`src/ava_pkg.sv`:
```
// ----------------------------------------------------------------------------
// ava_pkg
// Shared types and constants of the accelerated value adjuster.
// ----------------------------------------------------------------------------
package ava_pkg;

   // key event codes
   localparam logic [1:0] KEY_NONE   = 2'd0;
   localparam logic [1:0] KEY_PRESS  = 2'd1;
   localparam logic [1:0] KEY_REPEAT = 2'd2;

   // csr register indexes
   localparam int CSR_INDEX_W = 3;
   localparam logic [CSR_INDEX_W-1:0] CSR_MIN_VALUE    = 3'd0;
   localparam logic [CSR_INDEX_W-1:0] CSR_MAX_VALUE    = 3'd1;
   localparam logic [CSR_INDEX_W-1:0] CSR_BASE_STEP    = 3'd2;
   localparam logic [CSR_INDEX_W-1:0] CSR_TARGET_STEP  = 3'd3;
   localparam logic [CSR_INDEX_W-1:0] CSR_ACCEL_ENABLE = 3'd4;
   localparam int CSR_DATA_W = 16;

   // register reset values
   localparam logic [15:0] MIN_VALUE_RESET    = 16'd0;
   localparam logic [15:0] MAX_VALUE_RESET    = 16'hFFFF;
   localparam logic [7:0]  BASE_STEP_RESET    = 8'd1;
   localparam logic [7:0]  TARGET_STEP_RESET  = 8'd10;
   localparam logic        ACCEL_ENABLE_RESET = 1'b1;

   // fixed behaviour constants
   localparam logic [7:0]  PRESS_INTERVAL = 8'd5;
   localparam logic [16:0] DIV10_RECIP    = 17'd52429;  // ceil(2^19 / 10)
   localparam int          DIV10_SHIFT    = 19;

   // default parameter values
   localparam int SLOWEST_INTERVAL_DEFAULT = 10;
   localparam int HOLD_PER_LEVEL_DEFAULT   = 4;

   typedef struct packed {
      logic [1:0]  key_event;
      logic        direction;
      logic [15:0] current_value;
   } req_type;

   typedef struct packed {
      logic        accepted;
      logic [15:0] new_value;
      logic        overflow;
      logic [7:0]  repeat_interval;
   } rsp_type;

endpackage

```
`src/accelerated_value_adjuster.sv`:
```
// ----------------------------------------------------------------------------
// accelerated_value_adjuster
// Steps an edited value up or down on key presses and repeat ticks, with
// clamping, overflow flag and hold acceleration of interval and step.
// ----------------------------------------------------------------------------
// a response enters the output register in the cycle after its request is accepted
// throughput: one transaction per cycle while requests are not stalled, set by the
//    update of the hold counter and active step, which feed the next transaction
// a new request is taken while the response register is empty or being drained
// reset: synchronous, active high; clears hold state and the response valid,
//    loads csr reset values
module accelerated_value_adjuster #(
   parameter int SLOWEST_INTERVAL = ava_pkg::SLOWEST_INTERVAL_DEFAULT,
   parameter int HOLD_PER_LEVEL   = ava_pkg::HOLD_PER_LEVEL_DEFAULT
) (
   input  logic                             clock,
   input  logic                             reset,
   input  logic                             req_valid,
   output logic                             req_stall,
   input  ava_pkg::req_type                 req_data,
   output logic                             rsp_valid,
   input  logic                             rsp_stall,
   output ava_pkg::rsp_type                 rsp_data,
   input  logic                             csr_wr_en,
   input  logic [ava_pkg::CSR_INDEX_W-1:0]  csr_index,
   input  logic [ava_pkg::CSR_DATA_W-1:0]   csr_data
);

   localparam int HOLD_LIMIT = (SLOWEST_INTERVAL - 1) * HOLD_PER_LEVEL;
   // hold level by reciprocal multiply, exact for an 8-bit count
   localparam int LEVEL_SHIFT = 16;
   localparam logic [16:0] LEVEL_RECIP =
      17'(((1 << LEVEL_SHIFT) + HOLD_PER_LEVEL - 1) / HOLD_PER_LEVEL);

   // csr registers
   logic [15:0] min_value_ff, max_value_ff;
   logic [7:0]  base_step_ff, target_step_ff;
   logic        accel_enable_ff;

   // hold state
   logic [7:0]  hold_count_ff, hold_count_in;
   logic [7:0]  active_step_ff, active_step_in;
   logic        boundary_seen_ff, boundary_seen_in;
   logic [7:0]  interval_ff, interval_in;
   logic        overflow_ff, overflow_in;

   // response register
   logic              rsp_valid_ff;
   ava_pkg::rsp_type  rsp_data_ff, rsp_data_in;

   logic req_accept;

   assign req_stall  = rsp_valid_ff && rsp_stall;
   assign req_accept = req_valid && !req_stall;
   assign rsp_valid  = rsp_valid_ff;
   assign rsp_data   = rsp_data_ff;

   // multiple-of-ten test by reciprocal multiply
   logic [15:0] cur_value;
   logic [32:0] recip_prod;
   logic [15:0] quot10;
   logic [15:0] quot10_x10;
   logic        is_mult10;

   assign cur_value  = req_data.current_value;
   assign recip_prod = {17'd0, cur_value} * {16'd0, ava_pkg::DIV10_RECIP};
   assign quot10     = 16'(recip_prod >> ava_pkg::DIV10_SHIFT);
   assign quot10_x10 = {quot10[12:0], 3'b000} + {quot10[14:0], 1'b0};
   assign is_mult10  = (quot10_x10 == cur_value);

   // event decode and hold update
   logic        do_press, do_tick, do_step;
   logic [7:0]  hold_inc;
   logic [24:0] level_prod;
   logic [7:0]  hold_level;
   logic [7:0]  step_used;

   always_comb begin
      do_press = (req_data.key_event == ava_pkg::KEY_PRESS) ||
                 ((req_data.key_event == ava_pkg::KEY_REPEAT) && !accel_enable_ff);
      do_tick  = (req_data.key_event == ava_pkg::KEY_REPEAT) && accel_enable_ff;
      do_step  = do_press || do_tick;

      hold_inc = hold_count_ff;
      if ((int'(hold_count_ff) <= HOLD_LIMIT) && (hold_count_ff != 8'hFF)) begin
         hold_inc = hold_count_ff + 8'd1;
      end
      level_prod = {17'd0, hold_inc} * {8'd0, LEVEL_RECIP};
      hold_level = 8'(level_prod >> LEVEL_SHIFT);

      hold_count_in    = 8'd0;
      active_step_in   = base_step_ff;
      boundary_seen_in = 1'b0;
      interval_in      = ava_pkg::PRESS_INTERVAL;

      if (do_tick) begin
         hold_count_in = hold_inc;
         interval_in   = 8'(SLOWEST_INTERVAL) - hold_level;
         if (int'(hold_inc) > HOLD_LIMIT) begin
            // long hold: grow the step once the value has sat on a multiple of ten
            if (boundary_seen_ff) begin
               active_step_in = (active_step_ff < target_step_ff) ?
                                active_step_ff + 8'd1 : active_step_ff;
            end
            boundary_seen_in = boundary_seen_ff || is_mult10;
         end
      end
      step_used = active_step_in;
   end

   // step and clamp
   logic [15:0] step16;
   logic [15:0] diff;
   logic        dec_room;
   logic [16:0] sum;
   logic        step_ovf;
   logic [15:0] stepped;
   logic [15:0] clamped;

   always_comb begin
      step16   = {8'd0, step_used};
      diff     = cur_value - step16;
      dec_room = (cur_value != 16'd0) && (cur_value >= step16);
      sum      = {1'b0, cur_value} + {1'b0, step16};
      if (!req_data.direction) begin
         step_ovf = !(dec_room && (diff >= min_value_ff));
         stepped  = (dec_room && (diff > min_value_ff)) ? diff : min_value_ff;
      end else begin
         step_ovf = (sum > {1'b0, max_value_ff});
         stepped  = step_ovf ? max_value_ff : sum[15:0];
      end
      clamped = stepped;
      // max wins when the range is inverted
      if (clamped < min_value_ff) begin
         clamped = min_value_ff;
      end
      if (clamped > max_value_ff) begin
         clamped = max_value_ff;
      end

      overflow_in = do_step ? step_ovf : overflow_ff;

      rsp_data_in.accepted        = do_step;
      rsp_data_in.new_value       = do_step ? clamped : cur_value;
      rsp_data_in.overflow        = overflow_in;
      rsp_data_in.repeat_interval = interval_in;
   end

   always_ff @(posedge clock) begin
      if (reset) begin
         min_value_ff    <= ava_pkg::MIN_VALUE_RESET;
         max_value_ff    <= ava_pkg::MAX_VALUE_RESET;
         base_step_ff    <= ava_pkg::BASE_STEP_RESET;
         target_step_ff  <= ava_pkg::TARGET_STEP_RESET;
         accel_enable_ff <= ava_pkg::ACCEL_ENABLE_RESET;
      end else if (csr_wr_en) begin
         unique case (csr_index)
            ava_pkg::CSR_MIN_VALUE:    min_value_ff    <= csr_data[15:0];
            ava_pkg::CSR_MAX_VALUE:    max_value_ff    <= csr_data[15:0];
            ava_pkg::CSR_BASE_STEP:    base_step_ff    <= csr_data[7:0];
            ava_pkg::CSR_TARGET_STEP:  target_step_ff  <= csr_data[7:0];
            ava_pkg::CSR_ACCEL_ENABLE: accel_enable_ff <= csr_data[0];
            default: ;
         endcase
      end
   end

   always_ff @(posedge clock) begin
      if (reset) begin
         hold_count_ff    <= 8'd0;
         active_step_ff   <= ava_pkg::BASE_STEP_RESET;
         boundary_seen_ff <= 1'b0;
         interval_ff      <= 8'd0;
         overflow_ff      <= 1'b0;
         rsp_valid_ff     <= 1'b0;
      end else begin
         if (req_accept) begin
            hold_count_ff    <= hold_count_in;
            active_step_ff   <= active_step_in;
            boundary_seen_ff <= boundary_seen_in;
            interval_ff      <= interval_in;
            overflow_ff      <= overflow_in;
            rsp_valid_ff     <= 1'b1;
         end else if (!rsp_stall) begin
            rsp_valid_ff <= 1'b0;
         end
      end
   end

   always_ff @(posedge clock) begin
      if (req_accept) begin
         rsp_data_ff <= rsp_data_in;
      end
   end

`ifndef SYNTHESIS
   // every accepted transaction shows up in the response register
   assert property (@(posedge clock) disable iff (reset)
      req_accept |=> rsp_valid_ff)
      else $error("response missing after accepted request");

   // anything but an accelerated repeat tick drops the hold state
   assert property (@(posedge clock) disable iff (reset)
      (req_accept && !(req_data.key_event == ava_pkg::KEY_REPEAT && accel_enable_ff))
      |=> (hold_count_ff == 8'd0 && !boundary_seen_ff &&
           interval_ff == ava_pkg::PRESS_INTERVAL))
      else $error("hold state not cleared");

   // the interval and overflow flag stored match the ones reported
   assert property (@(posedge clock) disable iff (reset)
      req_accept |=> (rsp_data_ff.repeat_interval == interval_ff &&
                      rsp_data_ff.overflow == overflow_ff))
      else $error("response out of step with hold state");
`endif

endmodule

```
`config.mk`:
```
export PLATFORM = sky130hd
export DESIGN_NAME = accelerated_value_adjuster
export DESIGN_NICKNAME = d
export VERILOG_FILES = /design/src/ava_pkg.sv /design/src/accelerated_value_adjuster.sv
export SDC_FILE = /design/constraint.sdc
export NUM_CORES = 1
export LEC_CHECK = 0
export BUFFER_PORTS_ARGS = -buffer_cell sky130_fd_sc_hd__buf_2
export CAP_MARGIN = 20
export CORE_MARGIN = 1.5
export CORE_UTILIZATION = 60
export CTS_BUF_LIST = sky130_fd_sc_hd__clkbuf_8
export CTS_CLUSTER_DIAMETER = 60
export DETAILED_ROUTE_END_ITERATION = 8
export PLACE_DENSITY = 0.75
export SLEW_MARGIN = 30
export SYNTH_ARGS = -nofsm -noshare
export SYNTH_HDL_FRONTEND = slang
export SYNTH_SLANG_ARGS = --single-unit
```
`constraint.sdc`:
```
create_clock -name clock -period 21.3 [get_ports clock]
set_input_delay 0 -clock clock [delete_from_list [all_inputs] [get_ports clock]]
set_output_delay 0 -clock clock [all_outputs]
set_load 0.005 [all_outputs]
```
==> results of run 1 <==
==> where the power goes <==
group | total, uW | internal, uW | switching (uW)
Clock | 119 | 45.5 | 73.4
Combinational | 1810 | 838 | 976
Sequential | 194 | 191 | 3.70
Total | 2130 | 1070 | 1050
==> sequential cells by signal (all words and copies together), names as in the netlist, 8 cells and up <==
signal / count
rsp_data: 25
max_value_ff: 16
min_value_ff: 16
active_step_ff: 8
base_step_ff: 8
hold_count_ff: 8
target_step_ff: 8
==> per-stage QoR <==
step	cells	setup WS, ns	power [uW]	util [%]	area, sq um
3_3_place_gp	1805	8.11	1950	64.0	13500
4_1_cts	1841	7.69	2130	65.9	13900
3_5_place_dp	1805	7.70	2000	64.0	13500
5_1_grt	1841	6.91	2360	65.9	13900
6_report	1841	7.90	2130	65.9	13900
2_1_floorplan	1507	10.47	1670	-	13100
==> cells in the mapped netlist, types with 10 or more instances <==
master and instances:
or3_1 10, mux2_4 11, o21a_1 25, ha_1 249
fa_1 84, o211ai_1 27, and3_1 12, a21o_1 37
nor3_1 23, mux2i_1 20, xnor2_1 67, a21oi_1 82
edfxtp_1 25, nand3_1 34, nor2b_1 11, nor2_1 70
o221ai_1 11, clkbuf_1 40, nand2_1 145, nand4_1 18
inv_1 230, o21ai_0 49, xor2_1 14, a211oi_1 10
dfxtp_1 68
==> kinds of logic after synthesis <==
family | Yosys count | share of synthesized area [%]
compound gates | 321 | 17.2
fa+ha+maj | 333 | 36.8
buf+inv | 283 | 8.47
simple gates | 365 | 13.2
mux | 31 | 2.80
xor+xnor | 81 | 5.44
flops | 93 | 16.2
==> critical path: cells and delay by family (launching register included) <==
family	cells	cell delay [ns]
muxes	1	0.23
xor gates and xnor gates	2	0.65
and+or+nand+nor	14	4.02
DFF	1	0.37
AOI/OAI and AO/OA	25	5.69
buffers and inverters	4	0.57
adders and majority gates	6	1.62
==> area by class of cell <==
type	instances	area (sq um)
repair buffers	95	588
clock inverters	7	70.1
multi-input cells	1131	9840
fillers	1769	7210
well taps	275	344
clock buffers	9	124
inverters	231	867
flip-flops and latches	93	2110
==> final timing paths <==
check,startpoint,to,cells past startpoint
worst max-delay path,hold_count_ff[0],rsp_data[20],52
worst min-delay path,req_data[18],rsp_data[1],3
worst max register to register,hold_count_ff[0],rsp_data[20],52
worst min register to register,target_step_ff[6],target_step_ff[6],2
==> routing by layer <==
| metal | track usage, % | share of wire, % |
|---|---|---|
| met1 | 42.7 | 43 |
| met2 | 54.5 | 47 |
| met4 | 11.5 | 3.5 |
| met5 | 0 | 0.042 |
| met3 | 4.88 | 6.8 |
==> repair_timing <==
item	in CTS	in global routing
hold buffers	20	0
endpoints found under the hold margin	49	0
resized for setup	0	0
==> metrics, run 1 <==
clk root buf=clkbuf_8; max cap viols=0; async set-reset flop share out of synthesis=0%; Crit path top cell by count=ha_1; clock sinks=a little over 90; Crit Path Max Fanout=26; maximum vdd drop=865 uV; most frequent cells in the layout=ha_1, inv_1, nand2_1, fa_1, a21oi_1; final RePlAce weighted congestion=0.986; Die Y=150 microns; later-pin clock latency in the skew report=~0.39 ns; vias in the first global route=10800; Port Buf Inserts=70; Global Route Usage Sum=32.6%; Critical Path RT=21.43 ns; post-DP HPWL=28800 microns; #FFs+latches synth=93; worst-case clock skew=0.0231 ns; top cells by area, synth=ha_1, fa_1, dfxtp_1, inv_1, edfxtp_1; WL/cell=19.3 microns; flop2flop setup slack=7.90 ns; count of pins over their slew limit=0; RSZ-0062 raised after global routing=no; Tcrit/Tclk final=62.9%; Yosys top cell by area=ha_1; crit path DAT=13.54 ns; fin nets=1937; Post CTS Setup Buffer Count=0; Fin. Hold Viols=0; Yosys top cell area share=23.9%; Core ar.=around 21000 sq um; Tightest Hold Check Type=in -> reg; vias after detailed routing=around 11000; Post-synth EDFFs=25; Slew @ Worst Pin=0.922 ns; total iterations of the first detailed-routing run=5; GRT overflow=0; CP Class=reg -> reg; Die X=150 microns; status=completed; n_diodes=0; min cycle time layout=13.40 ns; most common cell after layout, fill and taps aside=ha_1; Mapped Cells=between 1500 and 2000; PwrDens=153 nW/um^2; syn_area_per_cell=8.66 sq um; Rows=53; syn_nets=1883; DRT iter0 DRCs=724; Finish-stage setup viols=0; Leak=0.00679 uW; Routed WL=between 30000 and 40000 microns; Worst Setup Start Kind=flop; H-tree depth=3; Netlist Area Pre-Place=between 10000 and 15000 sq um; pin count of the biggest net entering global routing=49; Critical-path top delay cell=or2_1; Clock Path Buffers=2; vias per cell=6.02; top_reg_cell synth=dfxtp_1; first-pass GRT wire length=56500 microns; setup tns final=0 ns; hold slack=0.149 ns; initial antenna violation count=1; initial cell density of the core=61.7%; fmax=74.6 MHz; Synth warnings=0; Slew HR=between 30% and 40%; area grow syn2layout=6.87%; io pins=71; CP endpoint kind=flop; DRC=0; Slowest Stage Delay on Critical Path=0.72 ns; sequential area share after synthesis=16.2%; cts bufs inserted=9; Synth cell types=a little under 80; layout cell share with drive strength beyond 1=slightly above 8%; Worst-path clk slew=0.12 ns; CTS tree=yes; die area=22600 sq um; antenna-violating nets left=0
Power figures use the tool's default switching activity.
==> run 2: changes to the inputs <==
--- a/config.mk
+++ b/config.mk
@@ -8,11 +8,11 @@
 export BUFFER_PORTS_ARGS = -buffer_cell sky130_fd_sc_hd__buf_2
 export CAP_MARGIN = 20
 export CORE_MARGIN = 1.5
-export CORE_UTILIZATION = 60
+export CORE_UTILIZATION = 59
 export CTS_BUF_LIST = sky130_fd_sc_hd__clkbuf_8
 export CTS_CLUSTER_DIAMETER = 60
 export DETAILED_ROUTE_END_ITERATION = 8
-export PLACE_DENSITY = 0.75
+export PLACE_DENSITY = 0.77
 export SLEW_MARGIN = 30
 export SYNTH_ARGS = -nofsm -noshare
 export SYNTH_HDL_FRONTEND = slang
==> constraint.sdc (replaced) <==
create_clock -name clock -period 11.5 [get_ports clock]
set_input_delay 0 -clock clock [delete_from_list [all_inputs] [get_ports clock]]
set_output_delay 0 -clock clock [all_outputs]
set_load 0.005 [all_outputs]
==> run 2 against run 1 <==
Effect of this change: sequential share of layout area down 0.27 points; clock skew down 0.0044 ns; non-clock buffer count up 15; highest routed layer is now met4; sequential power up 86%; sequential cell count unchanged; critical path type unchanged; first-iteration DRC count up 7.6%; critical path depth up 3; combinational power up 88%; register-to-register slack worse by 7.4 ns; clock power up 98%; count of clock-buffer cells in the layout unchanged.
==> metrics, run 2 (synthesis gave the netlist of run 1 again) <==
FILL cells=1811; Leak=0.00691 uW; initial cell density of the core=60.0%; Place WS=0.0238 ns; pin count of the biggest net entering global routing=49; Global Route Usage Sum=31.8%; post-route cell area=14200 sq um; r2r startpoint=hold_count_ff[0]; R2R Path End=rsp_data[24]; fin nets=just under 2000; final RePlAce weighted congestion=0.966; H-tree depth=3; worst reg2reg path depth=55; Rows=54; later-pin clock latency in the skew report=0.39 ns; maximum vdd drop=968 uV; vias per cell=5.98; Worst Setup Start Kind=flop; sequential share of power=9.0%; total iterations of the first detailed-routing run=5; DRC=0; most common cell after layout, fill and taps aside=ha_1; Slowest Stage Delay on Critical Path=between 0.3 and 0.4 ns; Worst-path clk slew=0.10 ns; Tcrit/Tclk final=95.4%; P_sw=1980 uW; setup tns final=0 ns; Crit path top cell by count=ha_1; Core ar.=21800 sq um; Critical Path RT=11.64 ns; Routed WL=35400 microns; Clock Path Buffers=2; PwrDens=282 nW/um^2; post-DP HPWL=approximately 29000 microns; count of pins over their slew limit=0; worst-case clock skew=0.0186 ns; CP endpoint kind=flop; min cycle time layout=10.98 ns; initial antenna violation count=0; layout cell share with drive strength beyond 1=under 10%; Finish-stage setup viols=0; vias after detailed routing=11100; Die Y=152 microns; WL/cell=19.0 microns; critical path endpoint=rsp_data[24]; die area=23000 sq um; crit path DAT=roughly 11 ns; status=completed; register area=2110 sq um; Switching Share=49.3%; io pins=71; vias in the first global route=11100; Critical-path top delay cell=o311a_4; clock sinks=a little over 90; most frequent cells in the layout=ha_1, inv_1, nand2_1, fa_1, a21oi_1; CTS tree=yes; combinational power share=85.1%; Final Worst Setup Slack=0.524 ns; CP Class=reg -> reg; utilization after layout=approximately two thirds; max FFs per register=25; P_int=2030 uW; first-pass GRT wire length=56200 microns; fmax=91.1 MHz; Multi-input gate area=9920 sq um; share of power burned in the clock network=5.9%; Port Buf Inserts=70; flop2flop setup slack=0.52 ns; Crit Path Max Fanout=22; Die X=152 microns; final std cells w/o fill=1861; Slew HR=between 30 and 40%; area grow syn2layout=8.84%; Fin. Hold Viols=0; antenna-violating nets left=0; cts bufs inserted=9; n_diodes=0; placed instance count=1821; DP Area=13600 sq um; max cap viols=0; DRT iter0 DRCs=around 800; worst setup path start=hold_count_ff[0]; clk root buf=clkbuf_8; Slew @ Worst Pin=1.01 ns; GRT overflow=0; Tightest Hold Check Type=in -> reg
[run 2: changes by cell type in the layout (fill, tap and decap cells not counted), moves of 2 or more]
cell / change
o21ai_0: -2
o21ai_1: +2
buf_12: +2
buf_4: +11
xnor2_2: +2
xnor2_1: -2
o31ai_1: -2
[run 2: layer usage]
layer	share of wire (%)	up-vias	track usage, %
li1	-	5337	-
met1	42	5264	40.7
met2	46	426	52.1
met3	7.1	102	5.66
met4	4.3	0	14.5
met5	0	-	0
[run 2: through the flow]
stage,total power [uW],hold slack (ns)
floorplan,3090,0.110
global placement,3610,0.226
detailed placement,3710,0.232
CTS,3980,0.143
global route,4450,0.183
finish,4000,0.166
[run 2: layout make-up]
cell class	instances	share of cell area, %
timing repair buffer	110	5.26
clock inverter	7	0.564
inverter	231	6.10
clock buffer	9	0.872
tap	280	2.47
multi-input combinational	1131	69.9
sequential	93	14.9
[run 2: critical path: cells and delay by family (launching register included)]
| kind | cells | cell delay (ns) |
|---|---|---|
| adders and majority gates | 6 | 1.58 |
| muxes | 1 | 0.32 |
| AOI/OAI and AO/OA | 22 | 4.59 |
| and+or+nand+nor | 17 | 2.38 |
| xor gates and xnor gates | 2 | 0.34 |
| DFF | 1 | 0.37 |
| buffers and inverters | 7 | 1.10 |
[run 2: power by group through the flow]
stage | combinational (uW) | clock (uW) | sequential, uW
final | 3410 | 236 | 360
after global routing | 3840 | 252 | 363
after CTS | 3380 | 240 | 360
after detailed placement | 3340 | 0 | 368
after global placement | 3250 | 0 | 368
after floorplan | 2720 | 0 | 367
[run 2: repair_timing]
item / in CTS / in global routing
pin swaps: 0 / 6
hold endpoints to repair: 49 / 0
buffers inserted: 0 / 2
hold buffers: 20 / 0
gates resized for setup: 1 / 25
setup endpoints to repair: 4 / 16
cloned: 0 / 2
[run 2: worst min-delay path by stage]
stage	from	end	depth (start not counted)
4_1_cts	csr_index[0]	target_step_ff[0]	4
6_report	req_data[18]	rsp_data[1]	3
5_1_grt	reset	hold_count_ff[1]	3
2_1_floorplan	rsp_stall	req_stall	2
3_5_place_dp	req_valid	rsp_valid	2
3_3_place_gp	req_valid	rsp_valid	2
==> run 3: changes to the inputs <==
--- a/config.mk
+++ b/config.mk
@@ -5,14 +5,14 @@
 export SDC_FILE = /design/constraint.sdc
 export NUM_CORES = 1
 export LEC_CHECK = 0
+export ABC_AREA = 1
 export BUFFER_PORTS_ARGS = -buffer_cell sky130_fd_sc_hd__buf_2
 export CAP_MARGIN = 20
 export CORE_MARGIN = 1.5
-export CORE_UTILIZATION = 59
+export CORE_UTILIZATION = 44
 export CTS_BUF_LIST = sky130_fd_sc_hd__clkbuf_8
-export CTS_CLUSTER_DIAMETER = 60
 export DETAILED_ROUTE_END_ITERATION = 8
-export PLACE_DENSITY = 0.77
+export PLACE_DENSITY = 0.6
 export SLEW_MARGIN = 30
 export SYNTH_ARGS = -nofsm -noshare
 export SYNTH_HDL_FRONTEND = slang
==> run 3 against run 2 <==
Effect of this change: synthesized area fell by 0.84%; global-route usage decreased by 7.7 points; total power increased by 6.9%; die area increased by 32%; fmax is 5.7% higher; hold slack got worse by 0.13 ns; design area shrank 0.80%; critical path depth rose by 5; count of clock-buffer cells in the layout did not move; via count down 0.17%; first-iteration DRC count fell by 12%; critical path type unchanged; critical endpoint is now rsp_data[10]; largest cell class unchanged.
==> metrics, run 3 <==
post-DP HPWL=29800 microns; hold slack=0.0360 ns; Slew @ Worst Pin=0.858 ns; final RePlAce weighted congestion=approximately 0.92; worst-case clock skew=approximately 0.020 ns; WL met3=1550 microns; CP endpoint kind=flop; Clock Path Buffers=2; DRC=0; max FFs per register=25; Rows=62; GRT overflow=0; io pins=71; Global Route Usage Sum=24.1%; Synth warnings=0; Switching Share=56.0%; max cap viols=0; status=completed; total iterations of the first detailed-routing run=5; Netlist Area Pre-Place=roughly 13000 sq um; clock sinks=just over 90; async set-reset flop share out of synthesis=0%; Synth cell types=59; #FFs+latches synth=93; DRT iter0 DRCs=682; most frequent cells in the layout=inv_1, nand2_1, ha_1, a21oi_1, o21ai_0; Finish-stage setup viols=0; Worst-path clk slew=roughly 0.10 ns; crit path DAT=10.53 ns; Critical-path top delay cell=o221a_2; Multi-input gate area=9380 sq um; Critical Path RT=roughly 12 ns; top cells by area, synth=ha_1, fa_1, dfxtp_1, inv_1, nand2_1; Crit path top cell by count=nand2_1; P_sw=between 2000 and 2500 uW; DRT met1 WL=17200 microns; fin nets=2125; met2 wire len=16300 microns; Crit Path Max Fanout=32; cts repair resizes=0; setup tns final=0 ns; register area=roughly 2100 sq um; WL/cell=16.7 microns; min cycle time layout=10.38 ns; Worst Setup Start Kind=flop; Fin. Hold Viols=0; CTS tree=yes; Place WS=between 0.8 and 0.9 ns; Yosys top cell area share=24.1%; share of power burned in the clock network=5.6%; vias per cell=5.20; area grow syn2layout=8.89%; CP Class=reg -> reg; count of pins over their slew limit=0; vias in the first global route=10800; Port Buf Inserts=70; Slew HR=42.1%; cts bufs inserted=9; Final Worst Setup Slack=1.12 ns; Tcrit/Tclk final=90.3%; die area=30500 sq um; Die X=around 170 microns; Routed WL=35600 microns; Mapped Cells=1675; FILL cells=2912; first-pass GRT wire length=between 50000 and 60000 microns; P_int=1880 uW; Die Y=175 microns; syn_nets=2051; Core ar.=a little under 30000 sq um; top_reg_cell synth=dfxtp_1; initial cell density of the core=44.8%; Leak=between 0.007 and 0.008 uW; n_diodes=0; maximum vdd drop=388 uV; cell with the most instances after synthesis=inv_1; clk root buf=clkbuf_8; Yosys top cell by area=ha_1; Post-synth EDFFs=25; syn_area_per_cell=7.73 sq um; sequential share of power=8.6%; PwrDens=304 nW/um^2; RSZ-0062 raised after global routing=no; initial antenna violation count=0; antenna-violating nets left=0; layout cell share with drive strength beyond 1=around 8%; sequential area share after synthesis=16.3%; most common cell after layout, fill and taps aside=inv_1; worst reg2reg path depth=60; synth cell count leaders=inv_1, nand2_1, ha_1; Slowest Stage Delay on Critical Path=0.50 ns; pin count of the biggest net entering global routing=53; hold path cells=4; Top Metal Used=met4; Tightest Hold Check Type=in -> reg; later-pin clock latency in the skew report=between 0.3 and 0.4 ns; vias after detailed routing=approximately 11000; H-tree depth=3; fmax=96.3 MHz; combinational power share=85.9%
[run 3: final timing paths]
kind,startpoint,end,slack (ns)
setup / recovery,hold_count_ff[0],rsp_data[10],1.12
hold / removal,csr_index[1],accel_enable_ff,0.04
hold reg to reg,base_step_ff[1],base_step_ff[1],0.48
setup reg to reg,hold_count_ff[0],rsp_data[10],1.12
[run 3: cells by family (layout without fill, tap and decap cells)]
group	after synthesis	count (layout)	share of synthesized area, %
adders and majority gates	333	333	37.1
DFF	93	93	16.3
xor gates and xnor gates	70	70	4.74
and+or+nand+nor	448	448	15.3
muxes	1	1	0.0774
buffers and inverters	383	462	11.3
AOI/OAI and AO/OA	347	347	15.2
[run 3: power groups by stage]
stage               Sequential [uW]  Combinational (uW)  Clock (uW)
finish                          367                3670         238
detailed placement              374                3660           0
global placement                375                3610           0
global route                    369                4210         256
floorplan                       372                2790           0
CTS                             367                3690         244
[run 3: what timing repair did]
action                                 CTS  global route
hold buffers                            22             0
setup buffers                            0             0
endpoints found under the hold margin   53             0
setup endpoints to repair                0             0
[run 3: critical path: cells and delay by family (launching register included)]
family	cells	cell delay, ns
DFF	1	0.34
buffers and inverters	9	0.79
and+or+nand+nor	27	3.90
AOI/OAI and AO/OA	16	3.08
xor gates and xnor gates	2	0.50
adders and majority gates	6	1.53
[run 3: stage by stage]
step           utilization (%)  area [sq um]  power, uW  cells
2_1_floorplan                -         12900       3170   1675
3_3_place_gp              47.4         13700       3980   2100
3_5_place_dp              47.4         13700       4040   2100
4_1_cts                   48.8         14100       4300   2138
5_1_grt                   48.8         14100       4830   2138
6_report                  48.8         14100       4280   2138
[run 3: area by class of cell]
cell class | count | share of cell area (%)
Sequential cell | 93 | 15.0
Timing Repair Buffer | 96 | 4.26
Multi-Input combinational cell | 1199 | 66.6
Tap cell | 384 | 3.41
Inverter | 350 | 9.36
Clock buffer | 9 | 0.879
Clock inverter | 7 | 0.533
[run 3: layer usage]
layer  global-route usage, %  vias up
met5                       0        -
met4                    5.66        0
met3                    3.02       33
met2                    39.2      239
met1                    34.0     5220
li1                        -     5618
